===== src/rtl/i2c_master_register_access_sequencer_unit_assert.svh =====
// Assertion helpers for the register access sequencer.
// Both sample on the rising edge of clk; the first one is muted during reset.
`ifndef I2C_MASTER_REGISTER_ACCESS_SEQUENCER_UNIT_ASSERT_SVH
`define I2C_MASTER_REGISTER_ACCESS_SEQUENCER_UNIT_ASSERT_SVH

// Property checked only while out of reset
`define I2CRS_ASSERT(lbl, prop) \
	lbl: assert property (@(posedge clk) disable iff (!arst_n) prop) \
		else $error("sequencer assertion failed");

// Property checked at every edge, reset included
`define I2CRS_ASSERT_ALWAYS(lbl, prop) \
	lbl: assert property (@(posedge clk) prop) \
		else $error("sequencer assertion failed");

`endif


===== src/rtl/i2crs_pkg.sv =====
`default_nettype none
package i2crs_pkg;

	// Largest transfer length and the transmit buffer slots reachable by a load
	localparam int MAX_BYTES_DEF = 16;
	localparam int LOAD_SLOTS = 16;

	// Entries in the queue between front and back
	localparam int QUEUE_DEPTH = 2;

	// Bus controller status codes, low three bits dropped
	localparam logic [7:0] STATUS_MASK       = 8'hF8;
	localparam logic [7:0] TWI_START         = 8'h08;
	localparam logic [7:0] TWI_RSTART        = 8'h10;
	localparam logic [7:0] TWI_SLAW_ACK      = 8'h18;
	localparam logic [7:0] TWI_TX_DATA_ACK   = 8'h28;
	localparam logic [7:0] TWI_SLAR_ACK      = 8'h40;
	localparam logic [7:0] TWI_RX_DATA_ACK   = 8'h50;
	localparam logic [7:0] TWI_RX_DATA_NACK  = 8'h58;

	typedef enum logic [1:0] {
		CMD_START_READ  = 2'd0,
		CMD_START_WRITE = 2'd1,
		CMD_BUS_EVENT   = 2'd2,
		CMD_LOAD_BYTE   = 2'd3
	} cmd_t;

	// Status as classified by the front
	typedef enum logic [2:0] {
		ST_START,
		ST_RSTART,
		ST_SLAW_ACK,
		ST_TX_DATA_ACK,
		ST_SLAR_ACK,
		ST_RX_DATA_ACK,
		ST_RX_DATA_NACK,
		ST_OTHER
	} status_t;

	typedef enum logic [3:0] {
		PH_IDLE      = 4'd0,
		PH_RD_START  = 4'd1,
		PH_RD_SLAW   = 4'd2,
		PH_RD_REG    = 4'd3,
		PH_RD_RSTART = 4'd4,
		PH_RD_SLAR   = 4'd5,
		PH_RD_DATA   = 4'd6,
		PH_WR_START  = 4'd7,
		PH_WR_SLAW   = 4'd8,
		PH_WR_REG    = 4'd9,
		PH_WR_DATA   = 4'd10,
		PH_ERROR     = 4'd11
	} phase_t;

	// Classified request held in the queue
	typedef struct packed {
		cmd_t        cmd;
		logic [6:0]  slave_addr;
		logic [7:0]  reg_addr;
		logic [4:0]  count;
		status_t     status;
		logic [7:0]  rx_byte;
		logic [3:0]  load_index;
		logic [7:0]  load_data;
	} req_t;

	// Queue fill status seen by the back
	typedef struct packed {
		logic full;
		logic empty;
	} q_status_t;

	// One result item
	typedef struct packed {
		logic        tx_valid;
		logic [7:0]  tx_byte;
		logic        send_start;
		logic        send_stop;
		logic        ack_enable;
		logic        release_bus;
		logic        rx_valid;
		logic [3:0]  rx_index;
		logic [7:0]  rx_data;
		logic        error_flag;
		logic        ready_res;
	} result_t;

endpackage
`default_nettype wire


===== src/rtl/i2crs_front.sv =====
`default_nettype none
module i2crs_front #(
	parameter int MAX_BYTES = 16
) (
	input  wire logic [1:0] command,
	input  wire logic [6:0] slave_addr,
	input  wire logic [7:0] reg_addr,
	input  wire logic [4:0] byte_count,
	input  wire logic [7:0] twi_status,
	input  wire logic [7:0] rx_byte,
	input  wire logic [3:0] load_index,
	input  wire logic [7:0] load_data,
	output i2crs_pkg::req_t req
);
	import i2crs_pkg::*;

	// Longest count the 5-bit field can carry after saturation
	localparam logic [4:0] SatCount = (MAX_BYTES > 31) ? 5'd31 : 5'(MAX_BYTES);

	logic [7:0] status_m;
	logic [4:0] cnt;
	status_t    st;

	// Count: zero behaves as one, then clip to the largest transfer
	always_comb begin
		cnt = (byte_count == 5'd0) ? 5'd1 : byte_count;
		if (cnt > SatCount) begin
			cnt = SatCount;
		end
	end

	// Status classification
	assign status_m = twi_status & STATUS_MASK;

	always_comb begin
		case (status_m)
			TWI_START:        st = ST_START;
			TWI_RSTART:       st = ST_RSTART;
			TWI_SLAW_ACK:     st = ST_SLAW_ACK;
			TWI_TX_DATA_ACK:  st = ST_TX_DATA_ACK;
			TWI_SLAR_ACK:     st = ST_SLAR_ACK;
			TWI_RX_DATA_ACK:  st = ST_RX_DATA_ACK;
			TWI_RX_DATA_NACK: st = ST_RX_DATA_NACK;
			default:          st = ST_OTHER;
		endcase
	end

	always_comb begin
		req.cmd        = cmd_t'(command);
		req.slave_addr = slave_addr;
		req.reg_addr   = reg_addr;
		req.count      = cnt;
		req.status     = st;
		req.rx_byte    = rx_byte;
		req.load_index = load_index;
		req.load_data  = load_data;
	end

endmodule
`default_nettype wire


===== src/rtl/i2crs_queue.sv =====
`default_nettype none
module i2crs_queue (
	input  wire logic             clk,
	input  wire logic             arst_n,
	input  wire logic             push,
	input  wire i2crs_pkg::req_t  push_req,
	input  wire logic             pop,
	output i2crs_pkg::req_t       pop_req,
	output i2crs_pkg::q_status_t  status
);
	import i2crs_pkg::*;

	localparam int PtrW = (QUEUE_DEPTH > 1) ? $clog2(QUEUE_DEPTH) : 1;
	localparam int CntW = $clog2(QUEUE_DEPTH + 1);
	localparam logic [PtrW-1:0] LastPtr = PtrW'(QUEUE_DEPTH - 1);

	req_t            mem_q [QUEUE_DEPTH];
	logic [PtrW-1:0] wr_ptr_q;
	logic [PtrW-1:0] rd_ptr_q;
	logic [CntW-1:0] count_q;

	// Pointers and fill count
	always_ff @(posedge clk or negedge arst_n) begin
		if (!arst_n) begin
			wr_ptr_q <= '0;
			rd_ptr_q <= '0;
			count_q  <= '0;
		end else begin
			if (push) begin
				wr_ptr_q <= (wr_ptr_q == LastPtr) ? '0 : wr_ptr_q + 1'b1;
			end
			if (pop) begin
				rd_ptr_q <= (rd_ptr_q == LastPtr) ? '0 : rd_ptr_q + 1'b1;
			end
			if (push && !pop) begin
				count_q <= count_q + 1'b1;
			end else if (pop && !push) begin
				count_q <= count_q - 1'b1;
			end
		end
	end

	// Storage
	always_ff @(posedge clk) begin
		if (push) begin
			mem_q[wr_ptr_q] <= push_req;
		end
	end

	assign pop_req      = mem_q[rd_ptr_q];
	assign status.full  = (count_q == CntW'(QUEUE_DEPTH));
	assign status.empty = (count_q == '0);

endmodule
`default_nettype wire


===== src/rtl/i2crs_back.sv =====
`default_nettype none
module i2crs_back #(
	parameter int MAX_BYTES = 16
) (
	input  wire logic                 clk,
	input  wire logic                 arst_n,
	input  wire i2crs_pkg::q_status_t q_status,
	input  wire i2crs_pkg::req_t      req,
	output logic                      pop,
	input  wire logic                 out_stall,
	output logic                      out_valid,
	output i2crs_pkg::result_t        result
);
	import i2crs_pkg::*;

	// Only slots a load can reach are kept
	localparam int BufDepth = (MAX_BYTES < LOAD_SLOTS) ? MAX_BYTES : LOAD_SLOTS;
	localparam int BufIdxW  = (BufDepth > 1) ? $clog2(BufDepth) : 1;
	localparam logic [4:0] BufLimit = 5'(BufDepth);

	phase_t      phase_q, phase_d;
	logic [6:0]  addr_q, addr_d;
	logic [7:0]  reg_q, reg_d;
	logic [4:0]  total_q, total_d;
	logic [4:0]  pos_q, pos_d;
	logic        ack_q, ack_d;

	logic [7:0]  buf_q [BufDepth];
	logic [4:0]  buf_idx;
	logic [7:0]  buf_rd;

	logic        is_start, is_event, is_load;
	logic        checked, ev_ok;
	logic [4:0]  pos_inc;
	logic [5:0]  pos_look;

	result_t     res_d;
	result_t     result_q;
	logic        out_valid_q;

	// Pop whenever the output register is free or being drained
	assign pop = !q_status.empty && (!out_valid_q || !out_stall);

	assign is_start = (req.cmd == CMD_START_READ) || (req.cmd == CMD_START_WRITE);
	assign is_event = (req.cmd == CMD_BUS_EVENT);
	assign is_load  = (req.cmd == CMD_LOAD_BYTE);

	assign pos_inc  = pos_q + 5'd1;
	assign pos_look = {1'b0, pos_inc} + 6'd1;

	// Expected status for the current phase
	always_comb begin
		checked = 1'b1;
		ev_ok   = 1'b0;
		case (phase_q)
			PH_RD_START, PH_WR_START: ev_ok = (req.status == ST_START);
			PH_RD_SLAW, PH_WR_SLAW:   ev_ok = (req.status == ST_SLAW_ACK);
			PH_RD_REG, PH_WR_REG,
			PH_WR_DATA:               ev_ok = (req.status == ST_TX_DATA_ACK);
			PH_RD_RSTART:             ev_ok = (req.status == ST_RSTART);
			PH_RD_SLAR:               ev_ok = (req.status == ST_SLAR_ACK);
			PH_RD_DATA:               ev_ok = (req.status == ST_RX_DATA_ACK) ||
			                                  (req.status == ST_RX_DATA_NACK);
			default:                  checked = 1'b0;
		endcase
	end

	// Transmit buffer read: slot 0 for the first data byte, else the position
	assign buf_idx = (phase_q == PH_WR_REG) ? 5'd0 : pos_q;
	assign buf_rd  = (buf_idx < BufLimit) ? buf_q[buf_idx[BufIdxW-1:0]] : 8'd0;

	// Next state
	always_comb begin
		phase_d = phase_q;
		addr_d  = addr_q;
		reg_d   = reg_q;
		total_d = total_q;
		pos_d   = pos_q;
		ack_d   = ack_q;
		if (is_start) begin
			if (phase_q == PH_IDLE) begin
				addr_d  = req.slave_addr;
				reg_d   = req.reg_addr;
				total_d = req.count;
				pos_d   = 5'd0;
				ack_d   = 1'b1;
				phase_d = (req.cmd == CMD_START_READ) ? PH_RD_START : PH_WR_START;
			end
		end else if (is_event) begin
			if (checked && !ev_ok) begin
				phase_d = PH_ERROR;
			end else begin
				case (phase_q)
					PH_IDLE:      phase_d = PH_IDLE;
					PH_RD_START:  phase_d = PH_RD_SLAW;
					PH_WR_START:  phase_d = PH_WR_SLAW;
					PH_RD_SLAW:   phase_d = PH_RD_REG;
					PH_WR_SLAW:   phase_d = PH_WR_REG;
					PH_RD_REG:    phase_d = PH_RD_RSTART;
					PH_RD_RSTART: phase_d = PH_RD_SLAR;
					PH_RD_SLAR: begin
						pos_d   = 5'd0;
						ack_d   = (total_q > 5'd1);
						phase_d = PH_RD_DATA;
					end
					PH_RD_DATA: begin
						pos_d = pos_inc;
						if (req.status == ST_RX_DATA_NACK) begin
							ack_d   = 1'b1;
							phase_d = PH_IDLE;
						end else begin
							ack_d = (pos_look < {1'b0, total_q});
						end
					end
					PH_WR_REG: begin
						ack_d   = 1'b1;
						pos_d   = 5'd1;
						phase_d = PH_WR_DATA;
					end
					PH_WR_DATA: begin
						ack_d = 1'b1;
						if (pos_q < total_q) begin
							pos_d = pos_inc;
						end else begin
							phase_d = PH_IDLE;
						end
					end
					PH_ERROR:     phase_d = PH_IDLE;
					default:      phase_d = PH_IDLE;
				endcase
			end
		end
	end

	// Result fields
	always_comb begin
		res_d = '0;
		if (is_start) begin
			if (phase_q == PH_IDLE) begin
				res_d.send_start  = 1'b1;
				res_d.release_bus = 1'b1;
			end
		end else if (is_event) begin
			res_d.release_bus = checked || (phase_q == PH_ERROR);
			if (checked && !ev_ok) begin
				res_d.error_flag = 1'b1;
			end else begin
				case (phase_q)
					PH_RD_START, PH_WR_START: begin
						res_d.tx_valid = 1'b1;
						res_d.tx_byte  = {addr_q, 1'b0};
					end
					PH_RD_SLAW, PH_WR_SLAW: begin
						res_d.tx_valid = 1'b1;
						res_d.tx_byte  = reg_q;
					end
					PH_RD_REG:    res_d.send_start = 1'b1;
					PH_RD_RSTART: begin
						res_d.tx_valid = 1'b1;
						res_d.tx_byte  = {addr_q, 1'b1};
					end
					PH_RD_DATA: begin
						res_d.rx_valid  = 1'b1;
						res_d.rx_index  = pos_q[3:0];
						res_d.rx_data   = req.rx_byte;
						res_d.send_stop = (req.status == ST_RX_DATA_NACK);
					end
					PH_WR_REG: begin
						res_d.tx_valid = 1'b1;
						res_d.tx_byte  = buf_rd;
					end
					PH_WR_DATA: begin
						if (pos_q < total_q) begin
							res_d.tx_valid = 1'b1;
							res_d.tx_byte  = buf_rd;
						end else begin
							res_d.send_stop = 1'b1;
						end
					end
					PH_ERROR:     res_d.send_stop = 1'b1;
					default:      res_d.tx_valid = 1'b0;
				endcase
			end
		end
		res_d.ack_enable = ack_d;
		res_d.ready_res  = (phase_d == PH_IDLE);
	end

	// Sequencer state
	always_ff @(posedge clk or negedge arst_n) begin
		if (!arst_n) begin
			phase_q <= PH_IDLE;
			addr_q  <= '0;
			reg_q   <= '0;
			total_q <= '0;
			pos_q   <= '0;
			ack_q   <= 1'b1;
		end else if (pop) begin
			phase_q <= phase_d;
			addr_q  <= addr_d;
			reg_q   <= reg_d;
			total_q <= total_d;
			pos_q   <= pos_d;
			ack_q   <= ack_d;
		end
	end

	// Transmit buffer, loads beyond the kept slots are dropped
	always_ff @(posedge clk) begin
		if (pop && is_load && ({1'b0, req.load_index} < BufLimit)) begin
			buf_q[req.load_index[BufIdxW-1:0]] <= req.load_data;
		end
	end

	// Output register
	always_ff @(posedge clk or negedge arst_n) begin
		if (!arst_n) begin
			out_valid_q <= 1'b0;
		end else if (pop) begin
			out_valid_q <= 1'b1;
		end else if (!out_stall) begin
			out_valid_q <= 1'b0;
		end
	end

	always_ff @(posedge clk) begin
		if (pop) begin
			result_q <= res_d;
		end
	end

	assign out_valid = out_valid_q;
	assign result    = result_q;

endmodule
`default_nettype wire


===== src/rtl/i2c_master_register_access_sequencer_unit.sv =====
// Channel   Handshake              Carries
// in        in_valid / in_stall    command, addresses, count, status, rx and load bytes
// out       out_valid / out_stall  bus actions, received byte, error, ready
//
// One request per cycle sustained while out_stall is low; each request gives exactly one result.
// Requests are classified into a two-entry queue, then sequenced into the
// output register. The back stage state update is the sequencing loop.
// arst_n clears queue pointers, sequencer state and output valid; the transmit
// buffer holds nothing defined until loaded. in_stall rises only when the
// queue is full; out_stall holds the output register and backs up the queue.
`default_nettype none
`include "i2c_master_register_access_sequencer_unit_assert.svh"
module i2c_master_register_access_sequencer_unit #(
	parameter int MAX_BYTES = i2crs_pkg::MAX_BYTES_DEF
) (
	input  wire logic       clk,
	input  wire logic       arst_n,
	input  wire logic       in_valid,
	output logic            in_stall,
	input  wire logic [1:0] command,
	input  wire logic [6:0] slave_addr,
	input  wire logic [7:0] reg_addr,
	input  wire logic [4:0] byte_count,
	input  wire logic [7:0] twi_status,
	input  wire logic [7:0] rx_byte,
	input  wire logic [3:0] load_index,
	input  wire logic [7:0] load_data,
	output logic            out_valid,
	input  wire logic       out_stall,
	output logic            tx_valid,
	output logic [7:0]      tx_byte,
	output logic            send_start,
	output logic            send_stop,
	output logic            ack_enable,
	output logic            release_bus,
	output logic            rx_valid,
	output logic [3:0]      rx_index,
	output logic [7:0]      rx_data,
	output logic            error_flag,
	output logic            ready_res
);
	import i2crs_pkg::*;

	req_t      front_req;
	req_t      back_req;
	q_status_t q_status;
	logic      push;
	logic      pop;
	result_t   result;

	// Front: classify the request
	i2crs_front #(
		.MAX_BYTES(MAX_BYTES)
	) u_front (
		.command    (command),
		.slave_addr (slave_addr),
		.reg_addr   (reg_addr),
		.byte_count (byte_count),
		.twi_status (twi_status),
		.rx_byte    (rx_byte),
		.load_index (load_index),
		.load_data  (load_data),
		.req        (front_req)
	);

	assign in_stall = q_status.full;
	assign push     = in_valid && !q_status.full;

	// Queue between front and back
	i2crs_queue u_queue (
		.clk      (clk),
		.arst_n   (arst_n),
		.push     (push),
		.push_req (front_req),
		.pop      (pop),
		.pop_req  (back_req),
		.status   (q_status)
	);

	// Back: sequencer and output register
	i2crs_back #(
		.MAX_BYTES(MAX_BYTES)
	) u_back (
		.clk       (clk),
		.arst_n    (arst_n),
		.q_status  (q_status),
		.req       (back_req),
		.pop       (pop),
		.out_stall (out_stall),
		.out_valid (out_valid),
		.result    (result)
	);

	assign tx_valid    = result.tx_valid;
	assign tx_byte     = result.tx_byte;
	assign send_start  = result.send_start;
	assign send_stop   = result.send_stop;
	assign ack_enable  = result.ack_enable;
	assign release_bus = result.release_bus;
	assign rx_valid    = result.rx_valid;
	assign rx_index    = result.rx_index;
	assign rx_data     = result.rx_data;
	assign error_flag  = result.error_flag;
	assign ready_res   = result.ready_res;

	// An accepted request is held in the queue on the next cycle
	`I2CRS_ASSERT(a_push_lands, (in_valid && !in_stall) |=> !q_status.empty)
	// An error aborts the transfer without returning to idle
	`I2CRS_ASSERT(a_err_busy, (out_valid && error_flag) |-> (release_bus && !ready_res))
	// STOP always leaves the sequencer idle
	`I2CRS_ASSERT(a_stop_idle, (out_valid && send_stop) |-> ready_res)
	// A delivered byte never coincides with a transmit or an error
	`I2CRS_ASSERT_ALWAYS(a_rx_excl,
		(arst_n && out_valid && rx_valid) |-> (release_bus && !tx_valid && !error_flag))

endmodule
`default_nettype wire

===== config.mk =====
export PLATFORM = sky130hd
export DESIGN_NAME = i2c_master_register_access_sequencer_unit
export DESIGN_NICKNAME = d
export VERILOG_FILES = /design/src/rtl/i2crs_pkg.sv /design/src/rtl/i2crs_front.sv /design/src/rtl/i2crs_queue.sv /design/src/rtl/i2crs_back.sv /design/src/rtl/i2c_master_register_access_sequencer_unit.sv
export VERILOG_INCLUDE_DIRS = /design/src /design/src/rtl
export SDC_FILE = /design/constraint.sdc
export NUM_CORES = 1
export LEC_CHECK = 0
export BUFFER_PORTS_ARGS = -buffer_cell sky130_fd_sc_hd__buf_2
export CAP_MARGIN = 10
export CORE_ASPECT_RATIO = 0.8
export CORE_MARGIN = 2
export CORE_UTILIZATION = 45
export CTS_CLUSTER_SIZE = 40
export DETAILED_ROUTE_END_ITERATION = 7
export PLACE_DENSITY = 0.7
export SLEW_MARGIN = 20
export SYNTH_ARGS = -nofsm -noshare
export SYNTH_HDL_FRONTEND = slang
export SYNTH_SLANG_ARGS = --single-unit
export TNS_END_PERCENT = 1

===== constraint.sdc =====
create_clock -name clk -period 5.12 [get_ports clk]
set_input_delay 1.024 -clock clk [delete_from_list [all_inputs] [get_ports clk]]
set_output_delay 1.024 -clock clk [all_outputs]
set_load 0.05 [all_outputs]

==> flow_summary_export.csv <==
group,metric,value,unit
min_path,hold_crit_class,"register to register",
final_layout,layout_common_cells,"sky130_fd_sc_hd__edfxtp_1, sky130_fd_sc_hd__buf_2, sky130_fd_sc_hd__nor2_1, sky130_fd_sc_hd__mux2i_1",
final_layout,layout-drive-gt1-share,0.210,
floorplan,floorplan.core_area,27000,um^2
global_routing,grt.total_usage,0.180,
cts,tritoncts,"done",
global_routing,globalRouteOverflowTotal,0,
floorplan,floorplan.initialDensity,0.454,
yosys,synth_cell_types,82,
yosys,share_of_synthesized_registers_carrying_an_async_set_or_reset,0.125,
placement,placement.io_buffers,80,
floorplan,rows,54,
timing,final_setup_violation_count,0,
cts,clkTransAtPathRegs,60,ps
yosys,seq_area_frac_synth,0.673,
yosys,mappedNetlistNets,939,
final_layout,most_common_library_cell_in_the_layout_ignoring_fill_and_taps,"sky130_fd_sc_hd__edfxtp_1",
yosys,synth.avg_cell_area,14.0,um^2
final_layout,finalNetCount,1013,
timing,timing.slew.headroom,0.278,
timing,fin_worst_hold_slack,503,ps
cts,cts_inserted_buffers,28,
cts,htree_levels,1,
flow_run,cap_violations,0,
final_layout,syn_to_final_growth,13.4,%
worst_setup_path,critical_path.endpoint_type,"register",
timing,final.setup.tns,0,ps
global_routing,global_route_wire_length_before_repair,39500,um
cts,cts_root_buf,"sky130_fd_sc_hd__clkbuf_16",
timing,transition_time_at_the_pin_with_the_least_slew_margin,1070,ps
cts,cts.sinks,281,
worst_setup_path,critical_path_peak_fanout,18,
timing,post-route-period-util,0.685,
timing,finalMaxSlewViolations,0,
cts,cts-root-to-sink-buffers,3,
worst_setup_path,path_class,"register to register",
cts,postCtsHoldBufs,0,
floorplan,design.die.area,28600,um^2
cts,cts_post_setup_buffers_inserted,0,
route,number_of_remaining_drc_errors,0,
floorplan,floorplan.io_pins,84,
route,routed-via-count,7390,
worst_setup_path,r2r_setup_slack,1610,ps
final_layout,antenna_cells,0,
global_routing,vias_in_the_first_global_route,7088,
timing,timing.final.crit_period,3510,ps
floorplan,die_x,189,um
cts,clock_latency,550,ps
yosys,synth_enable_flop_cells,246,
yosys,gate_count_after_technology_mapping,874,
route,route.final.wire_length,25700,um
route,vias_per_cell,5.54,
power_and_ir_drop,powerDensity,537,nW/um^2
timing,rsz0062_at_grt,"no",
timing,max_freq,0.285,GHz
route,wire_per_inst,19.3,um
placement,dp.final_hpwl,16800,um
worst_setup_path,worst_ep_required_time,5300,ps
yosys,synth_seq_cells,281,
cts,cts.repair.resized,0,
global_routing,number_of_antenna_violations_at_the_first_check_in_global_routing,0,
route,drt_pre_antenna_iters,6,
outcome,status,"finished, final reports clean",
worst_setup_path,worst_setup_path_start_kind,"register",
yosys,ys_dominant_reg_cell,"sky130_fd_sc_hd__edfxtp_1",
route,drtAntennaViolNets,0,
global_routing,largest_net_degree_at_the_start_of_global_routing,52,
power_and_ir_drop,leakagePower,0.00492,uW
timing,report.final.hold_viol_count,0,
route,detailedRoute.firstIterationViolations,693,
power_and_ir_drop,ir_drop,335,uV
floorplan,die_h,152,um
yosys,post_synth_instance_area,12300,um^2
yosys,yosys_warnings,0,
placement,place_congestion,0.821,
timing,clock_skew,11.0,ps
worst_setup_path,critical_path_arrival,3680,ps
-- logic make-up after synthesis --
family,Yosys count,share of synthesized area
flip-flops,281,0.673
AND/OR/NAND/NOR,218,0.0948
AO/OA/AOI/OAI,190,0.0990
multiplexers,93,0.0866
buffers and inverters,68,0.0258
XOR/XNOR,13,0.00928
adder cells (fa/ha/maj),11,0.0112
-- worst max-delay path, stage by stage (launching register included) --
cell,delay (ps)
sky130_fd_sc_hd__dfrtp_2,550
sky130_fd_sc_hd__mux2i_1,340
sky130_fd_sc_hd__nor3_1,910
sky130_fd_sc_hd__o21ai_0,580
sky130_fd_sc_hd__nor2_1,750
-- per-stage QoR --
step / instances / instance area [um^2] / total power [uW] / utilization / worst slack, ps
after floorplan: 874 / 12300 / 4890 / - / 1670
after global placement: 1282 / 13000 / 5410 / 0.480 / 1290
after detailed placement: 1282 / 13000 / 5470 / 0.480 / 1230
after CTS: 1334 / 13900 / 7520 / 0.515 / 1660
after global routing: 1334 / 13900 / 7840 / 0.515 / 1310
final: 1334 / 13900 / 7480 / 0.515 / 1610
-- cell usage after synthesis (9+ instances only) --
master,count,share of area
sky130_fd_sc_hd__nand2b_1,16,0.0082
sky130_fd_sc_hd__a21oi_1,48,0.020
sky130_fd_sc_hd__nor3_1,9,0.0037
sky130_fd_sc_hd__clkbuf_1,23,0.0070
sky130_fd_sc_hd__inv_1,19,0.0058
sky130_fd_sc_hd__nor2_1,66,0.020
sky130_fd_sc_hd__a31oi_1,11,0.0056
sky130_fd_sc_hd__nand2_1,57,0.017
sky130_fd_sc_hd__edfxtp_1,246,0.60
sky130_fd_sc_hd__ha_1,11,0.011
sky130_fd_sc_hd__o21ai_0,57,0.023
sky130_fd_sc_hd__nor2b_1,12,0.0061
sky130_fd_sc_hd__mux2i_1,59,0.048
sky130_fd_sc_hd__buf_2,13,0.0053
sky130_fd_sc_hd__mux2_2,25,0.023
sky130_fd_sc_hd__dfrtp_1,34,0.069
-- registers in the layout (all words and copies together), names as in the netlist --
register          flops
u_back.ack_q          1
u_back.addr_q         7
u_back.buf_q        128
u_back.out_valid      1
u_back.phase_q        4
u_back.pos_q          5
u_back.reg_q          8
u_back.result        28
u_back.total_q        5
u_queue.count_q       2
u_queue.mem_q        90
u_queue.rd_ptr_q      1
u_queue.wr_ptr_q      1
-- final timing paths --
kind / start / endpoint / cells after the start
worst max-delay path: u_queue.rd_ptr_q / u_back.buf_q[0][7] / 4
worst min-delay path: u_back.total_q[4] / u_back.total_q[4] / 2
worst max register to register: u_queue.rd_ptr_q / u_back.buf_q[0][7] / 4
worst min register to register: u_back.total_q[4] / u_back.total_q[4] / 2
max in group asynchronous: arst_n / u_queue.rd_ptr_q / 1
min in group asynchronous: arst_n / u_back.addr_q[2] / 1
-- report_power, final --
part           leakage (uW)  internal, uW  switching, uW  total, uW
clock network      0.000470          1190            860       2050
registers           0.00270          3070            222       3290
logic               0.00175           660           1480       2140
total               0.00492          4920           2560       7480
-- layout make-up --
class                   instances  area, um^2
inverters                      22        82.6
well taps                     364         455
clock buffers                  38         788
flip-flops and latches        281        8270
fillers                      2264       13100
repair buffers                 90         475
multi-input cells             525        3710
clock inverters                14         149
-- layer usage --
metal | vias to the layer above | routed length, um | GRT usage
met4 | 0 | 816 | 0.0598
met5 | - | 0 | 0
met2 | 264 | 11400 | 0.281
li1 | 3467 | - | -
met3 | 49 | 1800 | 0.0355
met1 | 3610 | 11700 | 0.255
No activity file was read; power rests on OpenSTA's default activity.
